File: config.mk
export PLATFORM = sky130hd
export DESIGN_NAME = poly_voice_allocator
export DESIGN_NICKNAME = d
export VERILOG_FILES = /design/src/design/pva_pkg.sv /design/src/design/pva_voice_store.sv /design/src/design/pva_bend.sv /design/src/design/pva_seq.sv /design/src/design/poly_voice_allocator.sv
export SDC_FILE = /design/constraint.sdc
export NUM_CORES = 1
export LEC_CHECK = 0
export BUFFER_PORTS_ARGS = -buffer_cell sky130_fd_sc_hd__buf_2
export CORE_ASPECT_RATIO = 0.6
export CORE_MARGIN = 3
export CORE_UTILIZATION = 53
export CTS_BUF_LIST = sky130_fd_sc_hd__clkbuf_8
export DETAILED_ROUTE_END_ITERATION = 10
export PLACE_DENSITY = 0.82
export RECOVER_POWER = 100
export SLEW_MARGIN = 20
export SYNTH_ARGS = -nofsm -noshare
export SYNTH_HDL_FRONTEND = slang
export SYNTH_SLANG_ARGS = --single-unit
export TNS_END_PERCENT = 5
File: constraint.sdc
create_clock -name i_clk -period 5.13 [get_ports i_clk]
set_clock_uncertainty 0.1 [all_clocks]
set_input_delay 0.2565 -clock i_clk [delete_from_list [all_inputs] [get_ports i_clk]]
set_output_delay 0.2565 -clock i_clk [all_outputs]
set_load 0.01 [all_outputs]
File: src/design/pva_pkg.sv
`default_nettype none

package pva_pkg;

    localparam int NUM_VOICES = 8;
    localparam int VIDX_W     = $clog2(NUM_VOICES);
    localparam int OUT_IDX_W  = 3;
    localparam int NOTE_W     = 7;
    localparam int VEL_W      = 7;
    localparam int WHEEL_W    = 14;
    localparam int RANGE_W    = 5;
    localparam int BEND_W     = 19;
    localparam int REQ_W      = 2;
    localparam int S_DATA_W   = 32;
    localparam int M_DATA_W   = 40;
    localparam int M_USER_W   = 2;

    localparam logic [RANGE_W-1:0] RANGE_RESET = RANGE_W'(2);
    localparam logic [NOTE_W-1:0]  NOTE_RESET  = NOTE_W'(48);
    localparam logic [VIDX_W-1:0]  VIDX_LAST   = VIDX_W'(NUM_VOICES - 1);

    typedef enum logic [REQ_W-1:0] {
        REQ_NOTE_ON  = 2'd0,
        REQ_NOTE_OFF = 2'd1,
        REQ_WHEEL    = 2'd2
    } t_req;

    typedef enum logic [1:0] {
        ST_IDLE,
        ST_SCAN_ON,
        ST_SCAN_OFF,
        ST_DONE
    } t_state;

    // Write command into the voice table.
    typedef struct packed {
        logic              set;
        logic              clr;
        logic [VIDX_W-1:0] idx;
        logic [NOTE_W-1:0] note;
        logic [VEL_W-1:0]  vel;
    } t_store_cmd;

    typedef struct packed {
        logic [VEL_W-1:0]     vel;
        logic [NOTE_W-1:0]    note;
        logic                 gate;
        logic                 stolen;
        logic                 hit;
        logic [OUT_IDX_W-1:0] vidx;
    } t_result;

    function automatic logic [VIDX_W-1:0] f_inc(input logic [VIDX_W-1:0] idx);
        logic [VIDX_W-1:0] r;
        if (idx == VIDX_LAST) begin
            r = '0;
        end else begin
            r = idx + VIDX_W'(1);
        end
        return r;
    endfunction

endpackage

`default_nettype wire

File: src/design/pva_voice_store.sv
`default_nettype none

module pva_voice_store
    import pva_pkg::*;
(
    input  wire logic              i_clk,
    input  wire logic              i_rst_n,
    input  wire t_store_cmd        i_cmd,
    input  wire logic [VIDX_W-1:0] i_rd_idx,
    output logic                   o_gate,
    output logic [NOTE_W-1:0]      o_note,
    output logic [VEL_W-1:0]       o_vel
);

    logic              r_gate [NUM_VOICES];
    logic [NOTE_W-1:0] r_note [NUM_VOICES];
    logic [VEL_W-1:0]  r_vel  [NUM_VOICES];

    always_ff @(posedge i_clk) begin
        if (!i_rst_n) begin
            for (int i = 0; i < NUM_VOICES; i++) begin
                r_gate[i] <= 1'b0;
                r_note[i] <= NOTE_RESET;
                r_vel[i]  <= '0;
            end
        end else if (i_cmd.set) begin
            r_gate[i_cmd.idx] <= 1'b1;
            r_note[i_cmd.idx] <= i_cmd.note;
            r_vel[i_cmd.idx]  <= i_cmd.vel;
        end else if (i_cmd.clr) begin
            r_gate[i_cmd.idx] <= 1'b0;
        end
    end

    assign o_gate = r_gate[i_rd_idx];
    assign o_note = r_note[i_rd_idx];
    assign o_vel  = r_vel[i_rd_idx];

endmodule

`default_nettype wire

File: src/design/pva_bend.sv
`default_nettype none

module pva_bend
    import pva_pkg::*;
(
    input  wire logic               i_clk,
    input  wire logic               i_rst_n,
    input  wire logic               i_cfg_we,
    input  wire logic [RANGE_W-1:0] i_cfg_wdata,
    input  wire logic               i_load,
    input  wire logic [WHEEL_W-1:0] i_wheel,
    output logic [BEND_W-1:0]       o_bend
);

    logic [RANGE_W-1:0]        r_range;
    logic [BEND_W-1:0]         r_bend;
    logic signed [WHEEL_W-1:0] w_diff;
    logic signed [BEND_W:0]    w_prod;

    // Flipping the top bit is the wheel value minus center, as two's complement.
    assign w_diff = {~i_wheel[WHEEL_W-1], i_wheel[WHEEL_W-2:0]};
    assign w_prod = w_diff * $signed({1'b0, r_range});

    always_ff @(posedge i_clk) begin
        if (!i_rst_n) begin
            r_range <= RANGE_RESET;
            r_bend  <= '0;
        end else begin
            if (i_cfg_we) begin
                r_range <= i_cfg_wdata;
            end
            if (i_load) begin
                r_bend <= w_prod[BEND_W-1:0];
            end
        end
    end

    assign o_bend = r_bend;

endmodule

`default_nettype wire

File: src/design/pva_seq.sv
`default_nettype none

module pva_seq
    import pva_pkg::*;
(
    input  wire logic              i_clk,
    input  wire logic              i_rst_n,
    input  wire logic              i_in_valid,
    input  wire t_req              i_req,
    input  wire logic [NOTE_W-1:0] i_req_note,
    input  wire logic [VEL_W-1:0]  i_req_vel,
    output logic                   o_in_ready,
    input  wire logic              i_gate,
    input  wire logic [NOTE_W-1:0] i_note,
    input  wire logic [VEL_W-1:0]  i_vel,
    output logic [VIDX_W-1:0]      o_rd_idx,
    output t_store_cmd             o_cmd,
    input  wire logic [BEND_W-1:0] i_bend,
    output logic                   o_out_valid,
    input  wire logic              i_out_ready,
    output t_result                o_out,
    output logic [BEND_W-1:0]      o_out_bend
);

    t_state            r_state, n_state;
    logic [VIDX_W-1:0] r_ptr, n_ptr;
    logic [VIDX_W-1:0] r_cand, n_cand;
    logic [VIDX_W-1:0] r_cnt, n_cnt;
    logic [NOTE_W-1:0] r_note, n_note;
    logic [VEL_W-1:0]  r_vel, n_vel;
    t_result           r_res, n_res;
    t_result           r_out, n_out;
    logic [BEND_W-1:0] r_out_bend, n_out_bend;
    logic              r_out_valid, n_out_valid;

    logic w_accept, w_free, w_match, w_last, w_load;

    assign w_accept = i_in_valid && (r_state == ST_IDLE);
    assign w_free   = !i_gate;
    assign w_match  = i_gate && (i_note == r_note);
    assign w_last   = (r_cnt == VIDX_LAST);
    // The finished result moves to the output stage once that stage is free.
    assign w_load   = (r_state == ST_DONE) && (!r_out_valid || i_out_ready);

    always_comb begin
        n_state = r_state;
        unique case (r_state)
            ST_IDLE: begin
                if (w_accept) begin
                    unique case (i_req)
                        REQ_NOTE_ON:  n_state = ST_SCAN_ON;
                        REQ_NOTE_OFF: n_state = ST_SCAN_OFF;
                        default:      n_state = ST_DONE;
                    endcase
                end
            end
            ST_SCAN_ON: begin
                if (w_free || w_last) begin
                    n_state = ST_DONE;
                end
            end
            ST_SCAN_OFF: begin
                if (w_match || w_last) begin
                    n_state = ST_DONE;
                end
            end
            ST_DONE: begin
                if (w_load) begin
                    n_state = ST_IDLE;
                end
            end
            default: n_state = ST_IDLE;
        endcase
    end

    always_comb begin
        n_ptr       = r_ptr;
        n_cand      = r_cand;
        n_cnt       = r_cnt;
        n_note      = r_note;
        n_vel       = r_vel;
        n_res       = r_res;
        n_out       = r_out;
        n_out_bend  = r_out_bend;
        n_out_valid = r_out_valid && !i_out_ready;
        o_cmd       = '0;
        o_cmd.note  = r_note;
        o_cmd.vel   = r_vel;
        o_cmd.idx   = r_cand;
        unique case (r_state)
            ST_IDLE: begin
                if (w_accept) begin
                    n_note = i_req_note;
                    n_vel  = i_req_vel;
                    n_cnt  = '0;
                    n_res  = '0;
                    // A note-off scan starts one past the pointer.
                    n_cand = (i_req == REQ_NOTE_OFF) ? f_inc(r_ptr) : r_ptr;
                end
            end
            ST_SCAN_ON: begin
                if (w_free) begin
                    o_cmd.set = 1'b1;
                    n_ptr     = f_inc(r_cand);
                    n_res     = '{vel: r_vel, note: r_note, gate: 1'b1, stolen: 1'b0,
                                  hit: 1'b1, vidx: OUT_IDX_W'(r_cand)};
                end else if (w_last) begin
                    // Every voice is sounding: take the one after the pointer.
                    o_cmd.set = 1'b1;
                    o_cmd.idx = f_inc(r_ptr);
                    n_ptr     = f_inc(r_ptr);
                    n_res     = '{vel: r_vel, note: r_note, gate: 1'b1, stolen: 1'b1,
                                  hit: 1'b1, vidx: OUT_IDX_W'(f_inc(r_ptr))};
                end else begin
                    n_cand = f_inc(r_cand);
                    n_cnt  = r_cnt + VIDX_W'(1);
                end
            end
            ST_SCAN_OFF: begin
                if (w_match) begin
                    o_cmd.clr = 1'b1;
                    n_res     = '{vel: i_vel, note: i_note, gate: 1'b0, stolen: 1'b0,
                                  hit: 1'b1, vidx: OUT_IDX_W'(r_cand)};
                end else if (!w_last) begin
                    n_cand = f_inc(r_cand);
                    n_cnt  = r_cnt + VIDX_W'(1);
                end
            end
            ST_DONE: begin
                if (w_load) begin
                    n_out       = r_res;
                    n_out_bend  = i_bend;
                    n_out_valid = 1'b1;
                end
            end
            default: ;
        endcase
    end

    always_ff @(posedge i_clk) begin
        if (!i_rst_n) begin
            r_state     <= ST_IDLE;
            r_ptr       <= '0;
            r_out_valid <= 1'b0;
        end else begin
            r_state     <= n_state;
            r_ptr       <= n_ptr;
            r_out_valid <= n_out_valid;
        end
    end

    always_ff @(posedge i_clk) begin
        r_cand     <= n_cand;
        r_cnt      <= n_cnt;
        r_note     <= n_note;
        r_vel      <= n_vel;
        r_res      <= n_res;
        r_out      <= n_out;
        r_out_bend <= n_out_bend;
    end

    assign o_in_ready  = (r_state == ST_IDLE);
    assign o_rd_idx    = r_cand;
    assign o_out_valid = r_out_valid;
    assign o_out       = r_out;
    assign o_out_bend  = r_out_bend;

endmodule

`default_nettype wire

File: src/design/poly_voice_allocator.sv
// Channel   Dir  Handshake                   Payload
// s_axis    in   s_axis_tvalid/tready        tdata: note, velocity, wheel; tuser: request
// m_axis    out  m_axis_tvalid/tready        tdata: voice, gate, note, velocity, bend;
//                                            tuser: hit, stolen
// cfg       in   i_cfg_we (no wait)          i_cfg_wdata: bend range
//
// A note event scans the voice table one entry a cycle through a single compare unit:
// the sequencer steps idle, scan, done; a pitch wheel or unused request skips the scan.
// The result reaches m_axis at the same edge as ready returns.
// Reset is synchronous and restores all voices, the pointer, the bend and the range.
// A stalled result sits in the output stage while the next request may be taken; its
// result waits in the sequencer until the output stage is free.
`default_nettype none

module poly_voice_allocator
    import pva_pkg::*;
(
    input  wire logic                i_clk,
    input  wire logic                i_rst_n,
    input  wire logic                i_cfg_we,
    input  wire logic [RANGE_W-1:0]  i_cfg_wdata,
    input  wire logic                s_axis_tvalid,
    output logic                     s_axis_tready,
    // [6:0] note_number, [13:7] note_velocity, [27:14] wheel_value, rest zero
    input  wire logic [S_DATA_W-1:0] s_axis_tdata,
    // [1:0] req_type
    input  wire logic [REQ_W-1:0]    s_axis_tuser,
    output logic                     m_axis_tvalid,
    input  wire logic                m_axis_tready,
    // [2:0] voice_index, [3] gate_out, [10:4] note_out, [17:11] velocity_out,
    // [36:18] bend_out, rest zero
    output logic [M_DATA_W-1:0]      m_axis_tdata,
    // [0] hit, [1] stolen
    output logic [M_USER_W-1:0]      m_axis_tuser
);

    t_req              w_req;
    t_store_cmd        w_cmd;
    t_result           w_out;
    logic [VIDX_W-1:0] w_rd_idx;
    logic              w_gate;
    logic [NOTE_W-1:0] w_note;
    logic [VEL_W-1:0]  w_vel;
    logic [BEND_W-1:0] w_bend;
    logic [BEND_W-1:0] w_out_bend;
    logic              w_wheel_load;

    assign w_req        = t_req'(s_axis_tuser);
    assign w_wheel_load = s_axis_tvalid && s_axis_tready && (w_req == REQ_WHEEL);

    pva_voice_store u_store (
        .i_clk    (i_clk),
        .i_rst_n  (i_rst_n),
        .i_cmd    (w_cmd),
        .i_rd_idx (w_rd_idx),
        .o_gate   (w_gate),
        .o_note   (w_note),
        .o_vel    (w_vel)
    );

    pva_bend u_bend (
        .i_clk       (i_clk),
        .i_rst_n     (i_rst_n),
        .i_cfg_we    (i_cfg_we),
        .i_cfg_wdata (i_cfg_wdata),
        .i_load      (w_wheel_load),
        .i_wheel     (s_axis_tdata[27:14]),
        .o_bend      (w_bend)
    );

    pva_seq u_seq (
        .i_clk       (i_clk),
        .i_rst_n     (i_rst_n),
        .i_in_valid  (s_axis_tvalid),
        .i_req       (w_req),
        .i_req_note  (s_axis_tdata[6:0]),
        .i_req_vel   (s_axis_tdata[13:7]),
        .o_in_ready  (s_axis_tready),
        .i_gate      (w_gate),
        .i_note      (w_note),
        .i_vel       (w_vel),
        .o_rd_idx    (w_rd_idx),
        .o_cmd       (w_cmd),
        .i_bend      (w_bend),
        .o_out_valid (m_axis_tvalid),
        .i_out_ready (m_axis_tready),
        .o_out       (w_out),
        .o_out_bend  (w_out_bend)
    );

    assign m_axis_tdata = {3'b000, w_out_bend, w_out.vel, w_out.note, w_out.gate, w_out.vidx};
    assign m_axis_tuser = {w_out.stolen, w_out.hit};

endmodule

`default_nettype wire

# After elaboration in Yosys (flattened, before gate mapping)
# Memories as Yosys holds them, arrays and structs flattened. A register that Yosys moved wholly into a read port is not among the register bits.
# Cells that the tools add are included.
# word_totals
regBits,109
mem_bits_rw,120
inputBits,44
out_inout_bits,44
elab_cells,129
mem_count,3
# classes
addsub,3
multipliers,1
eq_ne,18
muxes,57
bitwise_logic,2
reduce_logical,23
# mem_list
memory,words,word_bits,read_ports,rd_clocked_by_memory_dff,wr,line,rtl
u_store.r_note,8,7,1,1,8,pva_voice_store.sv:16,logic [NOTE_W-1:0] r_note [NUM_VOICES];
u_store.r_vel,8,7,1,1,8,pva_voice_store.sv:17,logic [VEL_W-1:0] r_vel [NUM_VOICES];
u_store.r_gate,8,1,1,1,8,pva_voice_store.sv:15,logic r_gate [NUM_VOICES];
# op_table
op,count
$mux W20,4
$mux W3,22
$pmux W20 S3,1
$mux W1,20
$mul A14 B6 Y19,1
$pmux W3 S3,2
$mux W7,2
$reduce_or A7 Y1,2
$ne A2 B1 Y1 const B,6
$reduce_and A4 Y1,3
$add A3 B1 Y3 const B,3
$eq A3 B3 Y1 const B,3
$mux W2,4
$pmux W2 S4,1
$eq A7 B7 Y1,1
$eq A2 B2 Y1 const B,3
$reduce_and A2 Y1,3
$logic_and A1 B1 Y1,5
$eq A2 B1 Y1 const B,2
$logic_not A2 Y1,2
$ne A2 B2 Y1 const B,2
$pmux W2 S2,1
$logic_not A1 Y1,3
$logic_or A1 B1 Y1,3
other kinds (5),5

# Longest topological paths before layout
# Gate-level depths: netlist of run 1.
# depth
ltp_word,11
mapped_depth,15
mapped_depth_nobuf,14

# Hierarchy
# A second synthesis of run 1 with hierarchy kept.
# hier_totals
cells_unflattened,981
hier_area_um2,12533.3
# modules_own_cells
mod,n_inst,cells_each,area_each_um2,seq_area_each_um2
pva_voice_store,1,352,5597.9,3523.4
pva_seq,1,229,3504.6,2492.4
pva_bend,1,395,3394.5,480.5
poly_voice_allocator,1,5,36.3,0.0

# Least setup slack after synthesis of run 1
# Ideal clock, no wire load.
# synth_timing
path_type,register to register
start,reg u_bend.r_range[2]
end,reg u_bend.r_bend[17] (netlist: u_bend.o_bend[17])
setup_ns,0.132
t_arrival_ns,3.821
required_time_ns,4.898
slack_ns,1.077
path_stages_with_launch,16
path_buffers,1
synth_period_minus_slack_ns,4.053
cell_sequence,dfxtp_1 clkbuf_1 and2_1 fa_1 inv_1 fa_1 fa_1 inv_1 ha_1 a211oi_1 o21bai_1 a31o_2 a211oi_1 o31ai_1 nand4b_1 o211ai_1
# synth_between
elab_chain_cells,1
# synth_rtl
item,line,rtl
"start, declared",pva_bend.sv:15,logic [RANGE_W-1:0] r_range;
"start signal, assigned",pva_bend.sv:30,r_range <= i_cfg_wdata;
$mul A14 B6 Y19,pva_bend.sv:22,"assign w_prod = w_diff * $signed({1'b0, r_range});"
"end signal, assigned",pva_bend.sv:33,r_bend <= w_prod[BEND_W-1:0];
"end, declared",pva_bend.sv:16,logic [BEND_W-1:0] r_bend;
# Every way passes these cells.
# A chain may end at the register's enable or synchronous reset.

==> impl_metrics.py, run 1 <==
metrics = {
    "outcome": {
        "status": "finished with violations",
        "violations": "negative hold slack, max-capacitance violations, max-slew violations",
    },
    "yosys": {
        "synthTopCellsByCount": "191 x edfxtp_1, 163 x and2_1, 70 x inv_1",
        "netlist_top_cells_area": "edfxtp_1 46%, and2_1 8.2%, fa_1 6.8%",
        "synth_edf_count": 191,
        "syn_inst": 968,
        "yosys.area.top_type": "edfxtp_1",
        "synth_top_area_share_pct": 46.18,
        "postSynthAreaPerCell_sq_um": 12.83,
        "ys_dominant_reg_cell": "edfxtp_1",
        "synthArstFlopShare_pct": 0,
        "synth.distinct_cells": 55,
        "synth_most_common_cell": "edfxtp_1",
        "ys_seq_elements": 232,
        "seq_area_frac_synth_pct": 52.79,
        "synth_area_sq_um": 12420,
        "yosysWarnings": 0,
    },
    "detailed_routing": {
        "drc": 0,
        "wl_um": 26670,
        "firstDrtPassIters": 5,
        "drt_iter0_drc": 813,
        "vias": 7735,
        "avgViaCountPerCell": 5.498,
        "ant_nets": 0,
        "wl_per_cell_um": 18.95,
    },
    "worst_setup_path": {
        "critPathMaxFanout": 21,
        "required_ps": 5170,
        "critPathMaxStageDelay_ps": 920,
        "reg2reg_slack_ps": 390,
        "path_cells": "inv_1 -> ha_1 -> clkbuf_1 -> nor2b_1 -> nand2_1 -> mux2_1 -> nor3_1 -> clkbuf_1 -> nand2b_1",
        "reg2reg_depth": 9,
        "crit_top_cell": "clkbuf_1",
        "crit_start": "u_seq.r_state[1]$_SDFFE_PN0P_",
        "crit_type": "flip-flop to flip-flop",
        "cp_slowest_cell": "clkbuf_1",
        "cp-endpoint": "u_store.r_note[0][6]$_SDFFCE_PN0P_",
        "reg2reg_to": "u_store.r_note[0][6]$_SDFFCE_PN0P_",
        "cp_data_arrival_time_ps": 4780,
        "start_kind": "flip-flop",
        "end_kind": "flip-flop",
        "r2r-start": "u_seq.r_state[1]$_SDFFE_PN0P_",
    },
    "final_layout": {
        "synthToLayoutAreaGrowth_pct": 11.30,
        "final_nets": 1202,
        "layout-drive-gt1-share_pct": 12.48,
        "design_area_sq_um": 13820,
    },
    "global_routing": {
        "overflow": 0,
        "track_usage_pct": 21.37,
        "grt_pass1_wl_um": 42660,
        "grt_max_degree": 40,
        "antenna_found_initial": 1,
        "grt_pass1_vias": 7989,
    },
    "clocking": {
        "path_clk_slew_ps": 60,
        "h-tree-depth": 2,
        "cts.sinks": 232,
        "cts_root_buf": "clkbuf_8",
        "cts_setup_buffers": 0,
        "cts_buffers": 36,
        "cts_tree": "done",
        "cts_buffer_depth": 3,
        "clk_latency_ps": 530,
    },
    "placed_design": {
        "pre_cts_ws_ps": 596.0,
        "dp_hpwl_um": 18230,
        "port_buffers": 80,
        "place_congestion": 0.8162,
        "place_area_sq_um": 13080,
    },
    "sta": {
        "final_max_slew_viol_count": 22,
        "rsz0062_at_grt": "no",
        "slew-limit-headroom_pct": -13.79,
        "worst_slew_pin_slew_ps": 1707,
        "layout_min_cycle_time_ps": 4735,
        "setup_slack_ps": 394.8,
        "timing.fmax_mhz": 211.2,
        "setup_violations": 0,
        "hold_slack_ps": -6.127,
        "hold_viol": 1,
        "period_share_pct": 92.30,
        "finalSetupTns_ps": 0,
    },
    "power_and_ir_drop": {
        "p_sw_mw": 1.989,
        "leakage_nw": 5.272,
        "p_seq_share_pct": 45.2,
        "max-vdd-ir-drop_uv": 234.8,
        "power.density_nw_per_um2": 434.6,
        "finalPower_mw": 6.007,
        "comb_power_share_pct": 29.0,
        "intPower_mw": 4.018,
        "p_sw_share_pct": 33.11,
        "power.share.clock_pct": 25.8,
    },
    "die": {
        "die_area_sq_um": 25370,
        "fp.dieH_um": 124.6,
        "die_w_um": 203.6,
        "core-area_sq_um": 22540,
        "initial_core_util_pct": 55.09,
        "rows": 42,
        "ios": 88,
    },
    "hold_path": {
        "hold_depth": 4,
        "worstHoldPathType": "input pin to flip-flop",
    },
    "run": {
        "max-cap-violations": 1,
    },
}
flip-flops by register name, indices dropped and copies added, names as in the netlist, named ones only:
register and flops:
u_seq.o_rd_idx 3, u_seq.o_out_bend 19, u_seq.r_note 7, u_store.r_note 56
u_seq.o_out_valid 1, u_seq.r_res 20, u_bend.o_bend 19, u_store.r_gate 8
u_seq.r_ptr 3, u_bend.r_range 5, u_store.r_vel 56, u_seq.r_state 2
u_seq.o_out 20, u_seq.r_vel 7, u_seq.r_cnt 3
cell families after synthesis:
kind of cell | synth area share [%]
adders and majority gates | 11.20
buffers and inverters | 4.120
and+or+nand+nor | 16.40
DFF | 52.79
AOI/OAI and AO/OA | 5.219
xor gates and xnor gates | 1.410
other | 0.03019
muxes | 8.825
through the flow:
step | std cells | utilization [%]
after floorplan | 970 | -
after global placement | 1320 | 58.01
after CTS | 1405 | 62.07
final | 1407 | 61.32
after global routing | 1406 | 61.31
after detailed placement | 1320 | 58.01
metal layers:
metal / track usage (%) / wire (um)
met3: 5.328 / 2370
met5: 0.9921 / 7
met4: 4.003 / 295
met1: 33.05 / 12660
met2: 30.91 / 11330
placed cells by master (no fill, tap or decap), types with 27 or more instances in the layout:
cell and instances:
a21oi_1 27, and2_0 64, and2_1 99, buf_2 39, clkbuf_1 54, clkbuf_8 37, dfxtp_1 40, edfxtp_1 191
fa_1 42, ha_1 44, inv_1 77, mux4_2 28, nand2_1 48, nand2b_1 37, nor2b_1 31
power groups by stage:
stage	clock [mW]	combinational (mW)	sequential, mW
2_1_floorplan	0	1.45	2.59
3_3_place_gp	0	1.74	2.73
3_5_place_dp	0	1.79	2.75
4_1_cts	1.58	1.82	2.71
5_1_grt	1.66	1.92	2.75
6_report	1.55	1.74	2.71
repair_timing:
action                    4_1_cts  5_1_grt
resized for setup               0        0
hold buffers                   21        0
hold endpoints to repair       20        0
worst max-delay path, delay by kind of cell (launching register included):
| kind | cells | cell delay (ps) |
|---|---|---|
| AND/OR/NAND/NOR | 4 | 1590 |
| buffers and inverters | 3 | 1670 |
| multiplexers | 1 | 510 |
| adder cells (fa/ha/maj) | 1 | 150 |
| flip-flops | 1 | 340 |
cell type report:
| cell class | count | area, sq um |
|---|---|---|
| inverters | 71 | 266.5 |
| fillers | 1769 | 8721 |
| clock inverters | 27 | 196.4 |
| repair buffers | 115 | 615.6 |
| well taps | 308 | 385.4 |
| flip-flops and latches | 232 | 6558 |
| diodes | 1 | 2.502 |
| clock buffers | 37 | 509.2 |
| multi-input cells | 616 | 5290 |
worst min path at each step:
| stage | from | end | slack (ps) |
|---|---|---|---|
| final | m_axis_tready | u_seq.o_out_valid$_SDFF_PN0_ | -6 |
| after global routing | m_axis_tready | u_seq.o_out_valid$_SDFF_PN0_ | 0.6 |
| after CTS | i_cfg_we | u_bend.r_range[2]$_SDFFE_PN0P_ | 7 |
| after detailed placement | u_seq.r_res[19]$_DFFE_PP_ | u_seq.o_out[19]$_DFFE_PP_ | 300 |
| after global placement | u_seq.r_res[1]$_DFFE_PP_ | u_seq.o_out[1]$_DFFE_PP_ | 300 |
| after floorplan | s_axis_tdata[0] | u_seq.r_note[0]$_DFFE_PP_ | 260 |
(Power assumes the default switching activity.)
==> run 2, diff against run 1 <==
- BUFFER_PORTS_ARGS: -buffer_cell sky130_fd_sc_hd__buf_2 -> -buffer_cell sky130_fd_sc_hd__buf_4
- CAP_MARGIN: unset -> 40
==> run 2 against run 1 <==
  * The run still ends with negative hold slack, max-capacitance violations, max-slew violations left
  * Largest power group unchanged
  * Maximum frequency is 1.0% lower
  * Via count is 2.0% higher
  * Total power is 2.2% lower
  * Wire length is 2.1% higher
  * Die area stayed put
  * Critical path type unchanged
  * Worst setup slack worse by 49 ps
  * Clock-buffer cell count is 1 lower
  * Combinational power is 5% higher
  * Final cell count is 0.92% higher
  * Non-clock buffer count is 18 higher
==> impl_metrics.py, run 2 (synthesis results as in run 1) <==
metrics = {
    "final_layout": {
        "num-fill-cells": 1837,
        "mostFrequentLayoutCell": "edfxtp_1",
        "final_cells": 1420,
        "layout-drive-gt1-share_pct": 11.60,
        "design_area_sq_um": 13950,
        "top_regs": "u_store.r_note: 56 flops, u_store.r_vel: 56 flops",
        "n_antenna_cell": 0,
        "synthToLayoutAreaGrowth_pct": 12.30,
        "final_cell_mix": "191 x edfxtp_1, 112 x and2_1, 87 x inv_1",
        "final_nets": 1219,
    },
    "detailed_routing": {
        "vias": 7892,
        "avgViaCountPerCell": 5.558,
        "wl_um": 27220,
        "drt_iter0_drc": 747,
        "wl_per_cell_um": 19.17,
        "drc": 0,
        "ant_nets": 0,
        "firstDrtPassIters": 7,
    },
    "power_and_ir_drop": {
        "p_sw_share_pct": 33.33,
        "power.density_nw_per_um2": 421.4,
        "p_sw_mw": 1.959,
        "p_seq_share_pct": 45.6,
        "finalPower_mw": 5.877,
        "power.share.clock_pct": 23.5,
        "comb_power_share_pct": 30.9,
        "max-vdd-ir-drop_uv": 219.7,
        "leakage_nw": 5.371,
        "intPower_mw": 3.918,
    },
    "sta": {
        "layout_min_cycle_time_ps": 4784,
        "period_share_pct": 93.26,
        "timing.fmax_mhz": 209.0,
        "rsz0062_at_grt": "no",
        "worst_slew_pin_slew_ps": 1966,
        "hold_slack_ps": -7.056,
        "setup_violations": 0,
        "setup_slack_ps": 345.6,
        "slew-limit-headroom_pct": -31.09,
        "final_max_slew_viol_count": 24,
        "hold_viol": 1,
        "finalSetupTns_ps": 0,
    },
    "placed_design": {
        "port_buffers": 80,
        "place_inst": 1329,
        "place_congestion": 0.8354,
        "dp_hpwl_um": 18780,
        "place_area_sq_um": 13390,
        "pre_cts_ws_ps": 472.2,
    },
    "die": {
        "rows": 42,
        "die_w_um": 203.6,
        "initial_core_util_pct": 55.09,
        "core-area_sq_um": 22540,
        "fp.dieH_um": 124.6,
        "ios": 88,
        "die_area_sq_um": 25370,
    },
    "worst_setup_path": {
        "end_kind": "flip-flop",
        "start_kind": "flip-flop",
        "cp_data_arrival_time_ps": 4830,
        "required_ps": 5170,
        "critPathMaxFanout": 23,
        "crit_type": "flip-flop to flip-flop",
    },
    "clocking": {
        "cts_tree": "done",
        "h-tree-depth": 2,
        "cts.sinks": 232,
        "cts_buffer_depth": 3,
        "cts_resized": 0,
        "path_clk_slew_ps": 60,
        "clk_latency_ps": 510,
        "cts_hold_buffers": 25,
        "cts_buffers": 35,
        "cts_root_buf": "clkbuf_8",
        "cts_setup_buffers": 0,
    },
    "run": {
        "max-cap-violations": 1,
    },
    "global_routing": {
        "grt_max_degree": 31,
        "track_usage_pct": 21.60,
        "overflow": 0,
        "grt_pass1_wl_um": 43140,
        "grt_pass1_vias": 7951,
        "antenna_found_initial": 0,
    },
    "outcome": {
        "status": "finished with violations",
        "violations": "negative hold slack, max-capacitance violations, max-slew violations",
    },
    "hold_path": {
        "worstHoldPathType": "input pin to flip-flop",
    },
}
==> run 2: cell count changes in the layout (fill, tap and decap cells not counted), moves of 3 or more <==
cell / change
buf_4: +27
clkinv_1: -6
clkbuf_1: +8
clkinv_2: -3
and2_0: -13
clkbuf_4: +14
inv_1: +10
dlygate4sd3_1: +4
buf_2: -38
and2_1: +13
==> run 2: layout make-up <==
class	count	area (sq um)	share of cell area (%)
repair buffers	133	844.6	6.055
clock inverters	24	121.4	0.8702
clock buffers	36	495.5	3.553
well taps	308	385.4	2.763
inverters	71	266.5	1.911
flip-flops and latches	232	6556	47.01
multi-input cells	616	5278	37.84
==> run 2: stage by stage <==
stage                     hold WS (ps)  util (%)
after floorplan                  255.4         -
after global placement           303.0     58.99
after detailed placement         304.5     59.40
after CTS                        3.619     63.24
after global routing             16.97     61.87
final                           -7.056     61.87
==> run 2: worst max-delay path: stages, from the launching register on <==
cell	delay [ps]
dfxtp_1	430
clkbuf_1	1430
mux4_2	660
mux2_1	340
xor2_1	210
nor4_4	180
nand2_1	110
a21oi_1	420
buf_2	510
==> run 2: metal layers <==
metal  share of wire [%]  GRT usage, %
met1                  47         33.09
met2                  43         31.46
met3                 8.0         4.701
met4                 2.4         5.378
met5                   0             0
==> run 2: power groups by stage <==
stage,Clock (mW),Combinational (mW),Sequential [mW]
6_report,1.38,1.82,2.68
5_1_grt,1.48,1.99,2.71
4_1_cts,1.40,1.92,2.67
3_5_place_dp,0,1.90,2.71
3_3_place_gp,0,1.81,2.70
2_1_floorplan,0,1.45,2.59
==> run 2: path summary, 6_finish.rpt <==
kind,from,endpoint,slack [ps],cells after the start
min,m_axis_tready,u_seq.o_out_valid$_SDFF_PN0_,-7,4
max reg2reg,flip-flop,u_seq.r_res[19]$_DFFE_PP_,350,8
min reg2reg,u_seq.r_res[9]$_DFFE_PP_,u_seq.o_out[9]$_DFFE_PP_,320,0
max,flip-flop,u_seq.r_res[19]$_DFFE_PP_,350,8
